`src/hw/rtl/spq_pkg.sv`:
```
`default_nettype none

package spq_pkg;

    localparam int CAPACITY  = 256;
    localparam int KEY_WIDTH = 32;
    localparam int CNT_W     = $clog2(CAPACITY + 1);

    // fixed field widths at the ports
    localparam int IN_KEY_W  = 32;
    localparam int TAG_W     = 9;
    localparam int TOTAL_W   = 9;

    typedef enum logic {
        OP_INSERT = 1'b0,
        OP_POP    = 1'b1
    } t_op;

    typedef struct packed {
        t_op                 op;
        logic [IN_KEY_W-1:0] key;
        logic [TAG_W-1:0]    payload;
    } t_in_item;

    typedef struct packed {
        logic                pop_valid;
        logic [IN_KEY_W-1:0] popped_key;
        logic [TAG_W-1:0]    popped_payload;
        logic                now_empty;
        logic                insert_ok;
        logic [TOTAL_W-1:0]  entry_total;
    } t_out_item;

    typedef struct packed {
        logic [KEY_WIDTH-1:0] key;
        logic [TAG_W-1:0]     payload;
    } t_entry;

    // broadcast to every cell
    typedef struct packed {
        logic                 ins;
        logic                 pop;
        logic [KEY_WIDTH-1:0] key;
        logic [TAG_W-1:0]     payload;
    } t_cell_ctrl;

endpackage

`default_nettype wire

```
`src/hw/rtl/spq_cell.sv`:
```
`default_nettype none

// One slot of the sorted row. Shifts right on insert, left on pop.
module spq_cell (
    input  wire logic                i_clk,
    input  wire spq_pkg::t_cell_ctrl i_ctrl,
    input  wire spq_pkg::t_entry     i_left,
    input  wire logic                i_left_gt,
    input  wire spq_pkg::t_entry     i_right,
    input  wire logic                i_occ,
    input  wire logic                i_tail,
    output spq_pkg::t_entry          o_entry,
    output logic                     o_gt
);

    spq_pkg::t_entry r_entry;
    spq_pkg::t_entry n_entry;

    // stored key strictly above the incoming one
    assign o_gt    = i_occ && (r_entry.key > i_ctrl.key);
    assign o_entry = r_entry;

    always_comb begin
        n_entry = r_entry;
        if (i_ctrl.ins) begin
            if (i_left_gt) begin
                n_entry = i_left;
            end else if (o_gt || i_tail) begin
                n_entry.key     = i_ctrl.key;
                n_entry.payload = i_ctrl.payload;
            end
        end else if (i_ctrl.pop) begin
            n_entry = i_right;
        end
    end

    always_ff @(posedge i_clk) begin
        r_entry <= n_entry;
    end

endmodule

`default_nettype wire

```
`config.mk`:
```
export PLATFORM = sky130hd
export DESIGN_NAME = spq_cell
export DESIGN_NICKNAME = d
export VERILOG_FILES = /design/src/hw/rtl/spq_pkg.sv /design/src/hw/rtl/spq_cell.sv
export SDC_FILE = /design/constraint.sdc
export NUM_CORES = 1
export LEC_CHECK = 0
export BUFFER_PORTS_ARGS = -buffer_cell sky130_fd_sc_hd__buf_2
export CAP_MARGIN = 40
export CELL_PAD_IN_SITES_DETAIL_PLACEMENT = 0
export CELL_PAD_IN_SITES_GLOBAL_PLACEMENT = 1
export CORE_UTILIZATION = 32
export DETAILED_ROUTE_END_ITERATION = 7
export PLACE_DENSITY_LB_ADDON = 0.1
export SLEW_MARGIN = 20
export SYNTH_ARGS = -nofsm -noshare
export SYNTH_HDL_FRONTEND = slang
export SYNTH_SLANG_ARGS = --single-unit
```
`constraint.sdc`:
```
create_clock -name i_clk -period 4.79 [get_ports i_clk]
set_input_delay 0.958 -clock i_clk [delete_from_list [all_inputs] [get_ports i_clk]]
set_output_delay 0.958 -clock i_clk [all_outputs]
set_load 0.01 [all_outputs]
```
; Word-level counts from Yosys, hierarchy flattened
; Cells that the tools add are included.
[word_totals]
inputBits = 129
wordCells = 12
regBits = 41
[op_classes]
reduce_logical = 4
magnitude_cmp = 1
eq_ne = 1
n_mux = 4
[ops]
columns = cell, n
row1 = $mux 41, 4
row2 = $gt 32x32->1, 1
row3 = $ne 3x1->1 const B, 1
row4 = $reduce_and 2->1, 1
row5 = $reduce_bool 2->1, 1
row6 = $logic_and 1x1->1, 1
row7 = $logic_or 1x1->1, 1

; Depth between registers and ports, before layout
[depth]
depth_word = 6
ltp_mapped = 7

; Least setup slack after synthesis
; OpenSTA, ideal clock, no wires.
[synth_path]
path_type = input port to flip-flop
startpoint = input port i_ctrl[39] (netlist bit)
endpoint = register r_entry (netlist bit o_entry[0]), enable pin
arrival_time_ns = 4.020
required_time_ns = 4.337
path_stages = 7
setup_slack_ns = 0.317
path_buffers = 0
setup_time_ns = 0.453
cell_sequence = inv_1 -> ha_1 -> nand4_2 -> or3_1 -> nor2_1 -> o31ai_1 -> a21oi_1
[synth_between]
elab_chain_cells = 5
[synth_rtl]
columns = item, line
row1 = from (decl), spq_cell.sv:6  ; input wire spq_pkg::t_cell_ctrl i_ctrl,
row2 = $gt 32x32->1, spq_cell.sv:20  ; assign o_gt = i_occ && (r_entry.key > i_ctrl.key);
row3 = $logic_and 1x1->1, spq_cell.sv:20
row4 = $logic_or 1x1->1, spq_cell.sv:28  ; end else if (o_gt || i_tail) begin
row5 = $ne 3x1->1 (no line), n/a
row6 = $reduce_and 2->1 (no line), n/a
row7 = to (signal assigned), spq_cell.sv:38  ; r_entry <= n_entry;
row8 = to (decl), spq_cell.sv:16  ; spq_pkg::t_entry r_entry;
; No other way between the ends.
; A chain may end at the register's enable or synchronous reset.

; Final worst setup path
[layout_path]
startpoint = input port i_ctrl[23] (netlist bit)
endpoint = output port o_gt
[layout_between]
elab_chain_cells = 2
[layout_rtl]
columns = item, line
row1 = $gt 32x32->1, spq_cell.sv:20
row2 = $logic_and 1x1->1, spq_cell.sv:20
row3 = to (decl), spq_cell.sv:13  ; output logic o_gt
; No other way between the ends.

==> out/metrics.csv <==
metric,value,unit
status,finished with violations,
failing checks,design-rule violations,
CP endpoint kind,primary output,
root buf cell,clkbuf_8,
"top cells by count, synth","a21oi_1, nor2_1, edfxtp_1, mux2i_1",
total of max-cap violations,0,
Layout fillers,917,
"Req. time, crit path",3.83,ns
Largest register FFs,41,
# nets final,625,
pre-CTS setup slack,1.099,ns
drt wl/cell,13.14,um
largest family of logic cells by synthesized area,multiplexers,
vias per std cell,4.670,
Netlist cell types,30,
Syn Std Cell Area,2929,um^2
synth top area cells,"edfxtp_1, mux2i_1, ha_1",
pwr/cell area,242.5,nW/um^2
post-CTS sizing,0,
vias in the first global route,2590,
Post-Synth Simple-Gate Area,0.1102,
initial antenna violation count,0,
met2 wire len,3476,um
TritonCTS Sinks,41,
relative slew slack,0.5130,
Die Span Y,97.67,um
Post-Syn Instances,296,
hold_buf cts,0,
synth warn,0,
worst slew pin tran,0.7304,ns
VDD IR-drop max,0.1137,mV
launch point of the worst path,i_ctrl[23],
Synth Area in Compound Gates,0.1307,
total chip power,0.0009691,W
die area,9539,um^2
via count,2676,
Clock Latency Late Sink,0.29,ns
H-tree depth,2,
mux cell area share after synthesis,0.1401,
Syn Area/Cell,9.895,um^2
Antenna Violating Nets Remaining,0,
Syn Nets,457,
largest net degree at the start of global routing,52,
GRT Overall Usage,0.1647,
XOR/XNOR Fraction of Synth Area,0,
postcts setup bufs,0,
Post-Route WL,7530,um
max layer used,met4,
TritonRoute pass-1 iters,6,
WHS,0.9726,ns
I/O Buffers,170,
#FFs+latches synth,41,
Core Box Area,8806,um^2
HP Class,in2reg,
Worst Path Max Fanout,3,
Starting DRT DRC Count,59,
gpl congestion,0.7121,
Horiz. Die Dim,97.67,um
TritonCTS Buffers,5,
Routed met3 length,583,um
FMAX,0.2706,GHz
"CTS clk-pin slew, worst paths",0.08,ns
setup slack after layout,1.095,ns
Final min period,3.695,ns
top-count cell post-synth,a21oi_1,
Antenna Cells,0,
"FFs w/ async S/R, synth",0,
reg-to-reg startpoint,o_entry[10]$_DFFE_PP_,
initial core utilization,0.3326,
"Primary FF master, synth",edfxtp_1,
WP data arrival,2.74,ns
Cell Rows,34,
TNS Setup,0,ns
Clock Skews,0.006468,ns
first-pass GRT wire length,12340,um
share of cells above drive strength 1,0.4000,
Final Hold Viols,0,
"EDFF count, synth",41,
min-delay src,i_right[5],
Startpoint Class,primary input,
met1 wire length,3349,um
Post-Synth Adder-Cell Area,0.1367,
post-synth top area cell,edfxtp_1,
register area share after synthesis,0.4203,
final max-slew violation count,0,
Yosys top cell area share,0.4203,
Final period util,0.7715,
unrepaired setup endpoints after global routing,false,
# DRC,20,
area delta synth->final,36.44,%
Max Buffers Root-to-Sink,2,
Lkg Pwr,2.044,nW
dpl hpwl,5995,um
GRT overflow,0,
kind of critical path,in2out,
setup violators final,0,
CTS tree,built,
Ports,171,
-- critical path, cell delays in order --
cell and delay [ns]:
buf_2 0.09, inv_1 0.04, ha_1 0.33, a21oi_1 0.16
nand2_1 0.07, a221o_1 0.35, o31ai_1 0.45, a21boi_1 0.12
buf_2 0.16
-- stage by stage --
stage	utilization	instances	cell area, um^2
after floorplan	-	296	2929
after global placement	0.4423	564	3895
after detailed placement	0.4423	564	3895
after CTS	0.4515	572	3976
after global routing	0.4538	573	3996
final	0.4538	573	3996
-- cells by family after synthesis --
| family | Yosys count |
|---|---|
| AO/OA/AOI/OAI | 68 |
| adder cells (fa/ha/maj) | 32 |
| buffers and inverters | 46 |
| flip-flops | 41 |
| multiplexers | 41 |
| AND/OR/NAND/NOR | 68 |
-- layout make-up --
class | instances | area (um^2) | share of cell area
clock buffer | 5 | 68.82 | 0.01722
clock inverter | 3 | 12.51 | 0.003131
inverter | 32 | 120.1 | 0.03006
multi-input combinational | 209 | 1528 | 0.3823
sequential | 41 | 1231 | 0.3081
tap | 108 | 135.1 | 0.03381
timing repair buffer | 175 | 900.9 | 0.2254
-- final timing paths --
check                          endpoint  slack [ns]  cells past startpoint
setup / recovery                   o_gt        1.09                      9
hold / removal     o_entry[5]$_DFFE_PP_        0.97                      3
setup reg to reg  o_entry[15]$_DFFE_PP_        1.94                      7
hold reg to reg   o_entry[29]$_DFFE_PP_        1.24                      5
-- routing by layer --
| layer | up-vias | track usage |
|---|---|---|
| met5 | - | 0 |
| met4 | 0 | 0.05361 |
| met3 | 10 | 0.04532 |
| met2 | 100 | 0.2761 |
| met1 | 1161 | 0.2039 |
| li1 | 1405 | - |
-- power by group --
| part | switching, W | internal [W] |
|---|---|---|
| clock network | 0.000121 | 0.0000983 |
| logic | 0.000154 | 0.000136 |
| registers | 0.0000164 | 0.000443 |
-- cell usage in the layout (no fill, tap or decap), drive strengths merged --
master     n
a2111oi    1
a211oi     1
a21boi     1
a21o       3
a21oi     54
a221o      2
buf      175
clkbuf     5
clkinv     3
edfxtp    41
ha        32
inv       32
mux2i     41
nand2      5
nand3      5
nand4      8
nor2      44
nor2b      1
nor3       2
nor4       1
o211ai     1
o21ai      2
o22ai      1
o31a       1
o31ai      1
or3        1
or4        1
Power figures use the tool's default switching activity.
